==> config.mk <==
export PLATFORM = sky130hd
export DESIGN_NAME = rgb565_color_fade_slots_top
export DESIGN_NICKNAME = d
export VERILOG_FILES = /design/src/rtl/cfs_pkg.sv /design/src/rtl/cfs_front.sv /design/src/rtl/cfs_div.sv /design/src/rtl/cfs_back.sv /design/src/rtl/rgb565_color_fade_slots_top.sv
export SDC_FILE = /design/constraint.sdc
export NUM_CORES = 2
export LEC_CHECK = 0
export ABC_AREA = 0
export BUFFER_PORTS_ARGS = -buffer_cell sky130_fd_sc_hd__clkbuf_2
export CAP_MARGIN = 10
export CORE_AREA = 2 2 423 383
export CTS_BUF_LIST = sky130_fd_sc_hd__clkbuf_8
export DETAILED_ROUTE_END_ITERATION = 12
export DIE_AREA = 0 0 425 385
export PLACE_DENSITY = 0.83
export SYNTH_ARGS = -nofsm -noshare
export SYNTH_HDL_FRONTEND = slang
export SYNTH_SLANG_ARGS = --single-unit
==> constraint.sdc <==
create_clock -name clk_i -period 9.4 [get_ports clk_i]
set_input_delay 1.41 -clock clk_i [delete_from_list [all_inputs] [get_ports clk_i]]
set_output_delay 1.41 -clock clk_i [all_outputs]
set_load 0.01 [all_outputs]
==> src/rtl/cfs_pkg.sv <==
// Shared types, codes and color math for the color fade slot bank.
`default_nettype none
package cfs_pkg;

  localparam int unsigned SLOTS_DEF   = 8;
  localparam int unsigned QUEUE_DEPTH = 2;
  localparam logic [15:0] IDLE_RESET  = 16'd2689;
  localparam logic [15:0] RED565      = 16'hF800;
  localparam logic [16:0] ONE_Q16     = 17'h10000;

  localparam logic [2:0] REQ_TICK    = 3'd0;
  localparam logic [2:0] REQ_FADE    = 3'd1;
  localparam logic [2:0] REQ_RAINBOW = 3'd2;
  localparam logic [2:0] REQ_STOP    = 3'd3;
  localparam logic [2:0] REQ_READ    = 3'd4;

  typedef enum logic [2:0] {
    CMD_TICK, CMD_FADE, CMD_RAINBOW, CMD_STOP, CMD_READ, CMD_NOP
  } cmd_e;

  typedef enum logic [3:0] {
    ST_IDLE, ST_SCAN, ST_DIV_FADE, ST_DIV_MOD, ST_HUE_DIV, ST_DIV_HUE,
    ST_HUE_COLOR, ST_SQ, ST_CUBE, ST_BLEND, ST_NEXT, ST_RESP
  } state_e;

  typedef struct packed {
    logic [2:0]  req_type;
    logic [2:0]  slot;
    logic [15:0] color_from;
    logic [15:0] color_to;
    logic [15:0] duration_ms;
    logic        repeat_req;
    logic [31:0] now_ms;
  } req_t;

  typedef struct packed {
    logic [2:0]  slot_out;
    logic [15:0] color;
    logic        slot_active;
  } rsp_t;

  typedef struct packed {
    cmd_e        cmd;
    logic [2:0]  slot;
    logic [15:0] color_from;
    logic [15:0] color_to;
    logic [15:0] dur;
    logic        rep;
    logic [31:0] now;
  } item_t;

  typedef struct packed {
    logic        start;
    logic [31:0] num;
    logic [15:0] den;
  } div_in_t;

  typedef struct packed {
    logic        busy;
    logic        done;
    logic [31:0] quo;
    logic [15:0] rem;
  } div_out_t;

  function automatic logic [15:0] pack565(input logic [7:0] r8, input logic [7:0] g8,
                                          input logic [7:0] b8);
    return {r8[7:3], g8[7:2], b8[7:3]};
  endfunction

  // Integer HSV with S = V = 1; sector = floor(6h/255), capped at 5.
  function automatic logic [15:0] hue_to_rgb565(input logic [7:0] hue);
    logic [10:0] u;
    logic [2:0]  sector;
    logic [7:0]  frac;
    logic [7:0]  x;
    logic [15:0] c;
    u = 11'(hue) * 11'd6;
    if (u >= 11'd1275)      sector = 3'd5;
    else if (u >= 11'd1020) sector = 3'd4;
    else if (u >= 11'd765)  sector = 3'd3;
    else if (u >= 11'd510)  sector = 3'd2;
    else if (u >= 11'd255)  sector = 3'd1;
    else                    sector = 3'd0;
    frac = 8'(u - 11'(sector) * 11'd255);
    x = sector[0] ? (8'd255 - frac) : frac;
    unique case (sector)
      3'd0:    c = pack565(8'd255, x, 8'd0);
      3'd1:    c = pack565(x, 8'd255, 8'd0);
      3'd2:    c = pack565(8'd0, 8'd255, x);
      3'd3:    c = pack565(8'd0, x, 8'd255);
      3'd4:    c = pack565(x, 8'd0, 8'd255);
      default: c = pack565(8'd255, 8'd0, x);
    endcase
    return c;
  endfunction

  // Floored per-channel lerp, s in Q1.16 up to one.
  function automatic logic [15:0] blend565(input logic [15:0] c1, input logic [15:0] c2,
                                           input logic [16:0] s);
    logic [16:0] sn;
    logic [22:0] r;
    logic [22:0] g;
    logic [22:0] b;
    sn = ONE_Q16 - s;
    r = 23'(c1[15:11]) * 23'(sn) + 23'(c2[15:11]) * 23'(s);
    g = 23'(c1[10:5]) * 23'(sn) + 23'(c2[10:5]) * 23'(s);
    b = 23'(c1[4:0]) * 23'(sn) + 23'(c2[4:0]) * 23'(s);
    return {r[20:16], g[21:16], b[20:16]};
  endfunction

endpackage
`default_nettype wire

==> src/rtl/cfs_front.sv <==
// Request queue: classifies incoming beats and buffers them for the engine.
`default_nettype none
module cfs_front (
  input  wire logic           clk_i,
  input  wire logic           rst_ni,
  input  wire logic           push,
  output logic                full,
  input  wire cfs_pkg::req_t  req_i,
  output logic                item_valid_o,
  input  wire logic           item_pop_i,
  output cfs_pkg::item_t      item_o
);

  cfs_pkg::item_t q_mem [cfs_pkg::QUEUE_DEPTH];
  logic wr_ptr_q, wr_ptr_d, rd_ptr_q, rd_ptr_d;
  logic [1:0] cnt_q, cnt_d;
  cfs_pkg::item_t dec;
  logic do_push, do_pop;

  always_comb begin
    dec.slot       = req_i.slot;
    dec.color_from = req_i.color_from;
    dec.color_to   = req_i.color_to;
    dec.dur        = (req_i.duration_ms == 16'd0) ? 16'd1 : req_i.duration_ms;
    dec.rep        = req_i.repeat_req;
    dec.now        = req_i.now_ms;
    unique case (req_i.req_type)
      cfs_pkg::REQ_TICK:    dec.cmd = cfs_pkg::CMD_TICK;
      cfs_pkg::REQ_FADE:    dec.cmd = cfs_pkg::CMD_FADE;
      cfs_pkg::REQ_RAINBOW: dec.cmd = cfs_pkg::CMD_RAINBOW;
      cfs_pkg::REQ_STOP:    dec.cmd = cfs_pkg::CMD_STOP;
      cfs_pkg::REQ_READ:    dec.cmd = cfs_pkg::CMD_READ;
      default:              dec.cmd = cfs_pkg::CMD_NOP;
    endcase
  end

  assign full         = (cnt_q == 2'(cfs_pkg::QUEUE_DEPTH));
  assign item_valid_o = (cnt_q != 2'd0);
  assign item_o       = q_mem[rd_ptr_q];
  assign do_push      = push && !full;
  assign do_pop       = item_pop_i && item_valid_o;

  always_comb begin
    wr_ptr_d = do_push ? ~wr_ptr_q : wr_ptr_q;
    rd_ptr_d = do_pop ? ~rd_ptr_q : rd_ptr_q;
    cnt_d    = cnt_q + 2'(do_push) - 2'(do_pop);
  end

  always_ff @(posedge clk_i or negedge rst_ni) begin
    if (!rst_ni) begin
      wr_ptr_q <= 1'b0;
      rd_ptr_q <= 1'b0;
      cnt_q    <= 2'd0;
    end else begin
      wr_ptr_q <= wr_ptr_d;
      rd_ptr_q <= rd_ptr_d;
      cnt_q    <= cnt_d;
    end
  end

  always_ff @(posedge clk_i) begin
    if (do_push) begin
      q_mem[wr_ptr_q] <= dec;
    end
  end

endmodule
`default_nettype wire

==> src/rtl/cfs_div.sv <==
// Restoring divider, 32-bit dividend by 16-bit divisor, one bit per cycle.
`default_nettype none
module cfs_div (
  input  wire logic              clk_i,
  input  wire logic              rst_ni,
  input  wire cfs_pkg::div_in_t  ctl_i,
  output cfs_pkg::div_out_t      sts_o
);

  logic        busy_q, busy_d, done_q, done_d;
  logic [4:0]  cnt_q, cnt_d;
  logic [31:0] num_q, num_d;
  logic [15:0] rem_q, rem_d, den_q, den_d;
  logic [16:0] trial;
  logic        ge;

  always_comb begin
    trial  = {rem_q, num_q[31]};
    ge     = trial >= {1'b0, den_q};
    busy_d = busy_q;
    done_d = 1'b0;
    cnt_d  = cnt_q;
    num_d  = num_q;
    rem_d  = rem_q;
    den_d  = den_q;
    if (ctl_i.start && !busy_q) begin
      busy_d = 1'b1;
      cnt_d  = 5'd0;
      num_d  = ctl_i.num;
      rem_d  = 16'd0;
      den_d  = ctl_i.den;
    end else if (busy_q) begin
      rem_d = ge ? 16'(trial - {1'b0, den_q}) : trial[15:0];
      num_d = {num_q[30:0], ge};
      cnt_d = cnt_q + 5'd1;
      if (cnt_q == 5'd31) begin
        busy_d = 1'b0;
        done_d = 1'b1;
      end
    end
  end

  always_ff @(posedge clk_i or negedge rst_ni) begin
    if (!rst_ni) begin
      busy_q <= 1'b0;
      done_q <= 1'b0;
      cnt_q  <= 5'd0;
    end else begin
      busy_q <= busy_d;
      done_q <= done_d;
      cnt_q  <= cnt_d;
    end
  end

  always_ff @(posedge clk_i) begin
    num_q <= num_d;
    rem_q <= rem_d;
    den_q <= den_d;
  end

  assign sts_o.busy = busy_q;
  assign sts_o.done = done_q;
  assign sts_o.quo  = num_q;
  assign sts_o.rem  = rem_q;

endmodule
`default_nettype wire

==> src/rtl/cfs_back.sv <==
// Slot engine: per-slot state, tick sweep, easing and color generation.
`default_nettype none
module cfs_back #(
  parameter int unsigned SLOTS = cfs_pkg::SLOTS_DEF
) (
  input  wire logic            clk_i,
  input  wire logic            rst_ni,
  input  wire logic            item_valid_i,
  input  wire cfs_pkg::item_t  item_i,
  output logic                 item_pop_o,
  input  wire logic [15:0]     idle_color_i,
  output logic                 rsp_valid_o,
  output cfs_pkg::rsp_t        rsp_o,
  input  wire logic            rsp_ready_i
);

  localparam int unsigned SW = (SLOTS > 1) ? $clog2(SLOTS) : 1;
  localparam logic [SW-1:0] LAST = SW'(SLOTS - 1);

  cfs_pkg::state_e state_q, state_d;
  cfs_pkg::item_t  item_q, item_d;
  logic [SW-1:0]   idx_q, idx_d, vp_q, vp_d, vp_next, wr_idx, free_idx;
  logic            free_found;
  logic [15:0]     e_q, e_d, t_q, t_d;
  logic [7:0]      hue_q, hue_d;
  logic [31:0]     tt_q, tt_d;
  logic [49:0]     prod_q, prod_d;

  logic            active_q [SLOTS];
  logic            rain_q   [SLOTS];
  logic            loop_q   [SLOTS];
  logic [15:0]     from_q   [SLOTS];
  logic [15:0]     to_q     [SLOTS];
  logic [15:0]     cur_q    [SLOTS];
  logic [31:0]     t0_q     [SLOTS];
  logic [15:0]     dur_q    [SLOTS];

  logic            we_start, we_swap, we_cur, clr_act;
  logic [15:0]     cur_wd;
  logic [31:0]     elapsed;
  logic            past_end;
  logic [17:0]     k;
  logic [17:0]     s_raw;
  logic [16:0]     s;
  logic            in_ok, q_ok, q_act;
  logic [SW-1:0]   in_idx, q_idx;

  cfs_pkg::div_in_t  div_ctl;
  cfs_pkg::div_out_t div_sts;

  cfs_div u_div (
    .clk_i (clk_i),
    .rst_ni(rst_ni),
    .ctl_i (div_ctl),
    .sts_o (div_sts)
  );

  // first free slot, lowest index wins
  always_comb begin
    free_found = 1'b0;
    free_idx   = '0;
    for (int i = SLOTS - 1; i >= 0; i--) begin
      if (!active_q[i]) begin
        free_found = 1'b1;
        free_idx   = SW'(i);
      end
    end
  end

  assign vp_next  = (vp_q == LAST) ? '0 : vp_q + SW'(1);
  assign in_ok    = (32'(item_i.slot) < SLOTS);
  assign in_idx   = SW'(item_i.slot);
  assign q_ok     = (32'(item_q.slot) < SLOTS);
  assign q_idx    = SW'(item_q.slot);
  assign q_act    = q_ok && active_q[q_idx];
  assign elapsed  = item_q.now - t0_q[idx_q];
  assign past_end = elapsed >= {16'd0, dur_q[idx_q]};
  assign k        = 18'd196608 - {1'b0, t_q, 1'b0};
  assign s_raw    = prod_q[49:32];
  assign s        = (s_raw > {1'b0, cfs_pkg::ONE_Q16}) ? cfs_pkg::ONE_Q16 : s_raw[16:0];

  always_comb begin
    state_d    = state_q;
    item_d     = item_q;
    idx_d      = idx_q;
    vp_d       = vp_q;
    e_d        = e_q;
    t_d        = t_q;
    hue_d      = hue_q;
    tt_d       = tt_q;
    prod_d     = prod_q;
    item_pop_o = 1'b0;
    we_start   = 1'b0;
    we_swap    = 1'b0;
    we_cur     = 1'b0;
    clr_act    = 1'b0;
    cur_wd     = 16'd0;
    wr_idx     = idx_q;
    div_ctl    = '{start: 1'b0, num: 32'd0, den: dur_q[idx_q]};
    rsp_valid_o = 1'b0;
    rsp_o       = '{slot_out: item_q.slot, color: 16'd0, slot_active: q_act};

    unique case (state_q)
      cfs_pkg::ST_IDLE: begin
        if (item_valid_i) begin
          item_pop_o = 1'b1;
          item_d     = item_i;
          idx_d      = in_idx;
          state_d    = cfs_pkg::ST_RESP;
          unique case (item_i.cmd)
            cfs_pkg::CMD_TICK: begin
              idx_d   = '0;
              state_d = cfs_pkg::ST_SCAN;
            end
            cfs_pkg::CMD_FADE, cfs_pkg::CMD_RAINBOW: begin
              we_start = 1'b1;
              if (free_found) begin
                wr_idx = free_idx;
              end else begin
                wr_idx = vp_next;
                vp_d   = vp_next;
              end
              idx_d = wr_idx;
            end
            cfs_pkg::CMD_STOP: begin
              wr_idx  = in_idx;
              clr_act = in_ok;
            end
            default: ;
          endcase
        end
      end
      cfs_pkg::ST_SCAN: begin
        state_d = cfs_pkg::ST_NEXT;
        if (active_q[idx_q]) begin
          if (rain_q[idx_q]) begin
            if (loop_q[idx_q]) begin
              div_ctl.start = 1'b1;
              div_ctl.num   = elapsed;
              state_d       = cfs_pkg::ST_DIV_MOD;
            end else if (past_end) begin
              clr_act = 1'b1;
            end else begin
              e_d     = elapsed[15:0];
              state_d = cfs_pkg::ST_HUE_DIV;
            end
          end else if (past_end) begin
            if (loop_q[idx_q]) begin
              we_swap = 1'b1;
              t_d     = 16'd0;
              state_d = cfs_pkg::ST_SQ;
            end else begin
              clr_act = 1'b1;
              we_cur  = 1'b1;
              cur_wd  = to_q[idx_q];
            end
          end else begin
            div_ctl.start = 1'b1;
            div_ctl.num   = {elapsed[15:0], 16'd0};
            state_d       = cfs_pkg::ST_DIV_FADE;
          end
        end
      end
      cfs_pkg::ST_DIV_MOD: begin
        if (div_sts.done) begin
          e_d     = div_sts.rem;
          state_d = cfs_pkg::ST_HUE_DIV;
        end
      end
      cfs_pkg::ST_HUE_DIV: begin
        div_ctl.start = 1'b1;
        div_ctl.num   = 32'(e_q) * 32'd255;
        state_d       = cfs_pkg::ST_DIV_HUE;
      end
      cfs_pkg::ST_DIV_HUE: begin
        if (div_sts.done) begin
          hue_d   = div_sts.quo[7:0];
          state_d = cfs_pkg::ST_HUE_COLOR;
        end
      end
      cfs_pkg::ST_HUE_COLOR: begin
        we_cur  = 1'b1;
        cur_wd  = cfs_pkg::hue_to_rgb565(hue_q);
        state_d = cfs_pkg::ST_NEXT;
      end
      cfs_pkg::ST_DIV_FADE: begin
        if (div_sts.done) begin
          t_d     = div_sts.quo[15:0];
          state_d = cfs_pkg::ST_SQ;
        end
      end
      cfs_pkg::ST_SQ: begin
        tt_d    = 32'(t_q) * 32'(t_q);
        state_d = cfs_pkg::ST_CUBE;
      end
      cfs_pkg::ST_CUBE: begin
        prod_d  = 50'(tt_q) * 50'(k);
        state_d = cfs_pkg::ST_BLEND;
      end
      cfs_pkg::ST_BLEND: begin
        we_cur  = 1'b1;
        cur_wd  = cfs_pkg::blend565(from_q[idx_q], to_q[idx_q], s);
        state_d = cfs_pkg::ST_NEXT;
      end
      cfs_pkg::ST_NEXT: begin
        if (idx_q == LAST) begin
          state_d = cfs_pkg::ST_RESP;
        end else begin
          idx_d   = idx_q + SW'(1);
          state_d = cfs_pkg::ST_SCAN;
        end
      end
      cfs_pkg::ST_RESP: begin
        rsp_valid_o = 1'b1;
        unique case (item_q.cmd)
          cfs_pkg::CMD_FADE, cfs_pkg::CMD_RAINBOW: begin
            rsp_o.slot_out    = 3'(idx_q);
            rsp_o.slot_active = 1'b1;
          end
          cfs_pkg::CMD_READ: begin
            rsp_o.color = q_act ? cur_q[idx_q] : idle_color_i;
          end
          default: ;
        endcase
        if (rsp_ready_i) begin
          state_d = cfs_pkg::ST_IDLE;
        end
      end
      default: state_d = cfs_pkg::ST_IDLE;
    endcase
  end

  always_ff @(posedge clk_i or negedge rst_ni) begin
    if (!rst_ni) begin
      state_q <= cfs_pkg::ST_IDLE;
      vp_q    <= '0;
      for (int i = 0; i < SLOTS; i++) begin
        active_q[i] <= 1'b0;
      end
    end else begin
      state_q <= state_d;
      vp_q    <= vp_d;
      if (we_start) begin
        active_q[wr_idx] <= 1'b1;
      end
      if (clr_act) begin
        active_q[wr_idx] <= 1'b0;
      end
    end
  end

  always_ff @(posedge clk_i) begin
    item_q <= item_d;
    idx_q  <= idx_d;
    e_q    <= e_d;
    t_q    <= t_d;
    hue_q  <= hue_d;
    tt_q   <= tt_d;
    prod_q <= prod_d;
    if (we_start) begin
      rain_q[wr_idx] <= (item_i.cmd == cfs_pkg::CMD_RAINBOW);
      loop_q[wr_idx] <= item_i.rep;
      t0_q[wr_idx]   <= item_i.now;
      dur_q[wr_idx]  <= item_i.dur;
      if (item_i.cmd == cfs_pkg::CMD_RAINBOW) begin
        cur_q[wr_idx] <= cfs_pkg::RED565;
      end else begin
        cur_q[wr_idx]  <= item_i.color_from;
        from_q[wr_idx] <= item_i.color_from;
        to_q[wr_idx]   <= item_i.color_to;
      end
    end
    if (we_swap) begin
      from_q[wr_idx] <= to_q[wr_idx];
      to_q[wr_idx]   <= from_q[wr_idx];
      t0_q[wr_idx]   <= item_q.now;
    end
    if (we_cur) begin
      cur_q[wr_idx] <= cur_wd;
    end
  end

`ifndef SYNTH
  a_div_start_idle: assert property (@(posedge clk_i) disable iff (!rst_ni)
    div_ctl.start |-> !div_sts.busy)
    else $error("divider started while busy");
  a_start_sets_active: assert property (@(posedge clk_i) disable iff (!rst_ni)
    (state_q == cfs_pkg::ST_RESP && (item_q.cmd == cfs_pkg::CMD_FADE ||
     item_q.cmd == cfs_pkg::CMD_RAINBOW)) |-> active_q[idx_q])
    else $error("started slot not active");
  a_div_wait_busy: assert property (@(posedge clk_i) disable iff (!rst_ni)
    (state_q == cfs_pkg::ST_DIV_FADE || state_q == cfs_pkg::ST_DIV_MOD ||
     state_q == cfs_pkg::ST_DIV_HUE) |-> (div_sts.busy || div_sts.done))
    else $error("waiting on idle divider");
`endif

endmodule
`default_nettype wire

==> src/rtl/rgb565_color_fade_slots_top.sv <==
// Top level of the RGB565 color fade slot bank.
// Usage:
//   Requests enter as queue writes: a beat is taken when push is high and
//   full is low. A two-beat request queue decouples the port from the engine.
//   Results leave as queue reads: the result on rsp_o is valid while empty is
//   low and is consumed by pop. Exactly one result beat per request beat.
//   idle_color is written over cfg_valid_i/cfg_ready_o (always ready). The
//   user must write it only while no request is in flight (not enforced).
// Sequencing:
//   A start, stop, read or undefined request passes from the request queue
//   through the engine states ST_IDLE and ST_RESP into the result register.
//   A tick sweeps every slot: a running fade needs one division, a looping
//   rainbow two, a one-shot rainbow inside its period one and a looping fade
//   that wraps none, all on the shared one-bit-per-cycle divider. One request
//   is worked at a time; the engine takes the next only from ST_IDLE.
// Reset:
//   All slots go idle, the victim pointer returns to slot 0, idle_color
//   returns to 2689, both queues empty.
// Backpressure:
//   If pop stays low the result register holds, the engine waits with the
//   next result and the request queue fills until full rises.
`default_nettype none
module rgb565_color_fade_slots_top #(
  parameter int unsigned SLOTS = cfs_pkg::SLOTS_DEF
) (
  input  wire logic           clk_i,
  input  wire logic           rst_ni,
  input  wire logic           push,
  output logic                full,
  input  wire cfs_pkg::req_t  req_i,
  output logic                empty,
  input  wire logic           pop,
  output cfs_pkg::rsp_t       rsp_o,
  input  wire logic           cfg_valid_i,
  output logic                cfg_ready_o,
  input  wire logic [15:0]    cfg_data_i
);

  logic            item_valid, item_pop;
  cfs_pkg::item_t  item;
  logic            eng_valid, eng_ready;
  cfs_pkg::rsp_t   eng_rsp;
  logic [15:0]     idle_q;
  logic            out_valid_q, out_valid_d;
  cfs_pkg::rsp_t   out_q;

  // request queue and decode
  cfs_front u_front (
    .clk_i       (clk_i),
    .rst_ni      (rst_ni),
    .push        (push),
    .full        (full),
    .req_i       (req_i),
    .item_valid_o(item_valid),
    .item_pop_i  (item_pop),
    .item_o      (item)
  );

  // slot engine
  cfs_back #(
    .SLOTS(SLOTS)
  ) u_back (
    .clk_i       (clk_i),
    .rst_ni      (rst_ni),
    .item_valid_i(item_valid),
    .item_i      (item),
    .item_pop_o  (item_pop),
    .idle_color_i(idle_q),
    .rsp_valid_o (eng_valid),
    .rsp_o       (eng_rsp),
    .rsp_ready_i (eng_ready)
  );

  // config register, always ready
  assign cfg_ready_o = 1'b1;

  always_ff @(posedge clk_i or negedge rst_ni) begin
    if (!rst_ni) begin
      idle_q <= cfs_pkg::IDLE_RESET;
    end else if (cfg_valid_i && cfg_ready_o) begin
      idle_q <= cfg_data_i;
    end
  end

  // result register: refills in the same cycle it is popped
  assign eng_ready = !out_valid_q || pop;
  assign empty     = !out_valid_q;
  assign rsp_o     = out_q;

  always_comb begin
    out_valid_d = out_valid_q;
    if (pop && out_valid_q) begin
      out_valid_d = 1'b0;
    end
    if (eng_valid && eng_ready) begin
      out_valid_d = 1'b1;
    end
  end

  always_ff @(posedge clk_i or negedge rst_ni) begin
    if (!rst_ni) begin
      out_valid_q <= 1'b0;
    end else begin
      out_valid_q <= out_valid_d;
    end
  end

  always_ff @(posedge clk_i) begin
    if (eng_valid && eng_ready) begin
      out_q <= eng_rsp;
    end
  end

endmodule
`default_nettype wire

==> results.py <==
metrics = {
    "status": {
        "status": "completed",
    },
    "placement": {
        "place_congestion": 0.949,
        "hpwl_um": 171000,
        "place_ws_ns": 0.640,
        "placed_area_um2": 98900,
        "io_buffers": 129,
    },
    "setup_path": {
        "crit_path_top_delay_cell": "or4_1",
        "cpPeakStageDelay_ns": 0.64,
        "crit_fanout": 16,
        "startpoint_type": "flop",
        "arrival_ns": 9.49,
        "cp_common_cell": "fa_1",
        "critPathKind": "flop to flop",
        "worst_ep_required_time_ns": 10.03,
        "end_kind": "flop",
    },
    "floorplanning": {
        "core_area_um2": 159000,
        "rows": 139,
        "initial_utilization": 0.597,
        "die_h_um": 385,
        "dieArea_um2": 164000,
        "die_w_um": 425,
        "ioPinCount": 131,
    },
    "job": {
        "drv_cap": 0,
    },
    "finish": {
        "layout_common_cells": "inv_1 (1400), edfxtp_1 (1156), fa_1 (1074)",
        "fillers": 11401,
        "final_area_um2": 102000,
        "syn2layout_area_growth_pct": 7.91,
        "drive_above_1_share": 0.135,
        "layout_commonest_cell": "inv_1",
        "nets": 9763,
    },
    "clock_network": {
        "clk_latency_ns": 0.94,
        "clk_pin_slew_ns": 0.07,
        "cts_setup_buffers": 0,
        "cts_buffers": 187,
        "clock-root-buffer": "clkbuf_8",
        "clock-sinks": 1218,
        "ctsResizeCount": 0,
        "cts_hold_buf": 0,
        "htreeDepth": 4,
        "clockBufferDepth": 3,
        "cts_tree": "yes",
    },
    "global_routing": {
        "grt_pass1_vias": 67128,
        "antenna_found_initial": 4,
        "grt_first_pass_wirelength_um": 376000,
        "grt_usage": 0.299,
        "grt-ovfl-total": 0,
        "grt_max_degree": 64,
    },
    "yosys": {
        "syn_inst": 7914,
        "async_reset_ff_frac": 0.0353,
        "synth_area_per_cell_um2": 12.0,
        "synth_top_family_by_area": "adder cells",
        "synth_xor_area_frac": 0.0173,
        "synth.yosys.seq_area_share": 0.381,
        "synth_simple_gate_area_share": 0.0961,
        "synth_compound_gate_area_share": 0.0576,
        "muxShareOfSynthArea": 0.0862,
        "synth_flop_cell": "edfxtp_1",
        "syn_area_um2": 94900,
        "ys_types": 94,
        "synthAdderAreaFrac": 0.294,
        "ys_warn_count": 0,
        "syn_nets": 9606,
        "synth_edf_count": 1156,
        "ys_ff_latch": 1218,
    },
    "timing": {
        "setup_violations": 0,
        "worst_pin_slew_ns": 1.25,
        "hold_viol_final": 0,
        "finalCriticalPeriod_ns": 8.87,
        "final.setup.tns_ns": 0,
        "fin_crit_sh": 0.943,
        "max_freq_ghz": 0.113,
        "rsz0062_at_grt": "no",
        "setup_slack_ns": 0.534,
        "slew_viol_final": 0,
        "skew_ns": 0.0758,
        "relSlewSlack": 0.150,
    },
    "route": {
        "routedWlPerCell_um": 23.1,
        "first_pass_iters": 7,
        "initialDrtViolationCount": 6697,
        "via_per_inst": 6.12,
        "drc": 0,
        "drt-total-wl_um": 239000,
        "vias": 63353,
        "ant_nets": 0,
    },
    "min_path": {
        "hold_path.class": "flop to flop",
    },
}
[layer usage]
metal / wire (µm) / global-route usage / vias to the layer above
met5: 23 / 0 / -
met4: 12100 / 0.141 / 4
met3: 25000 / 0.0612 / 749
met2: 114000 / 0.485 / 3836
met1: 87700 / 0.389 / 31803
li1: - / - / 26961
[Yosys cell counts (67+ instances only)]
cell type | n | area (µm²)
inv_1 | 1337 | 5020
edfxtp_1 | 1156 | 34700
fa_1 | 1074 | 21500
nand2_1 | 728 | 2730
ha_1 | 510 | 6380
nor2_1 | 391 | 1470
and2_1 | 333 | 2080
clkbuf_1 | 275 | 1030
mux4_2 | 200 | 4500
mux2_2 | 186 | 2090
mux2i_1 | 151 | 1510
a21oi_1 | 147 | 736
xnor2_1 | 134 | 1170
o21ai_0 | 108 | 541
a22oi_1 | 78 | 586
a21o_1 | 70 | 526
nand3_1 | 67 | 335
nor3_1 | 67 | 335
[worst max-delay path, delay by kind of cell (launching register included)]
kind | cells | cell delay, ns
buffers and inverters | 5 | 0.69
AOI/OAI and AO/OA | 9 | 2.32
and+or+nand+nor | 7 | 2.05
adders and majority gates | 6 | 2.75
DFF | 1 | 0.43
xor gates and xnor gates | 2 | 0.31
[sequential cells by signal, summed over array words and instances (netlist names), 18 cells and up, named ones only]
register and flops:
u_back.from_q 128, u_back.t0_q 256, u_back.cur_q 128, u_back.to_q 128, u_back.tt_q 31, u_back.u_div.num_q 32, u_back.item_q 35, u_back.dur_q 128
rsp_o 20, u_front.q_mem 174, u_back.prod_q 18
[cell families after synthesis]
group,after synthesis
simple gates,1915
buf+inv,1688
fa+ha+maj,1584
flops,1218
compound gates,777
mux,543
xor+xnor,188
other cells,1
[per-stage QoR]
stage                     instances   util  hold WS, ns
final                         10346  0.644        0.470
after detailed placement       9996  0.622        0.482
after floorplan                7914      -        0.437
after global placement         9996  0.622        0.464
after CTS                     10338  0.644        0.474
after global routing          10341  0.644        0.485
[final timing paths]
path	from	to	slack, ns	cells after the start
setup / recovery	u_back.prod_q[34]$_DFFE_PP_	u_back.cur_q[7][15]$_DFFE_PP_	0.53	29
max in group asynchronous	rst_ni	u_back.u_div.cnt_q[3]$_DFFE_PN0P_	8.15	2
hold / removal	u_back.u_div.num_q[1]$_DFFE_PP_	u_back.hue_q[1]$_DFFE_PP_	0.47	0
hold reg to reg	u_back.u_div.num_q[1]$_DFFE_PP_	u_back.hue_q[1]$_DFFE_PP_	0.47	0
min in group asynchronous	rst_ni	u_front.cnt_q[1]$_DFF_PN0_	0.64	2
setup reg to reg	u_back.prod_q[34]$_DFFE_PP_	u_back.cur_q[7][15]$_DFFE_PP_	0.53	29
[cell type report]
type	count	area, µm²	area share
timing repair buffer	316	2120	0.0207
tap	2115	2650	0.0258
sequential	1218	36200	0.353
clock buffer	191	2630	0.0257
clock inverter	151	927	0.00905
antenna	7	17.5	0.000171
multi-input combinational	5008	52900	0.516
inverter	1340	5030	0.0491
Power is left out: the tool's default activity adds up to more than one toggle a clock period on the data nets, which glitch-free logic cannot reach.
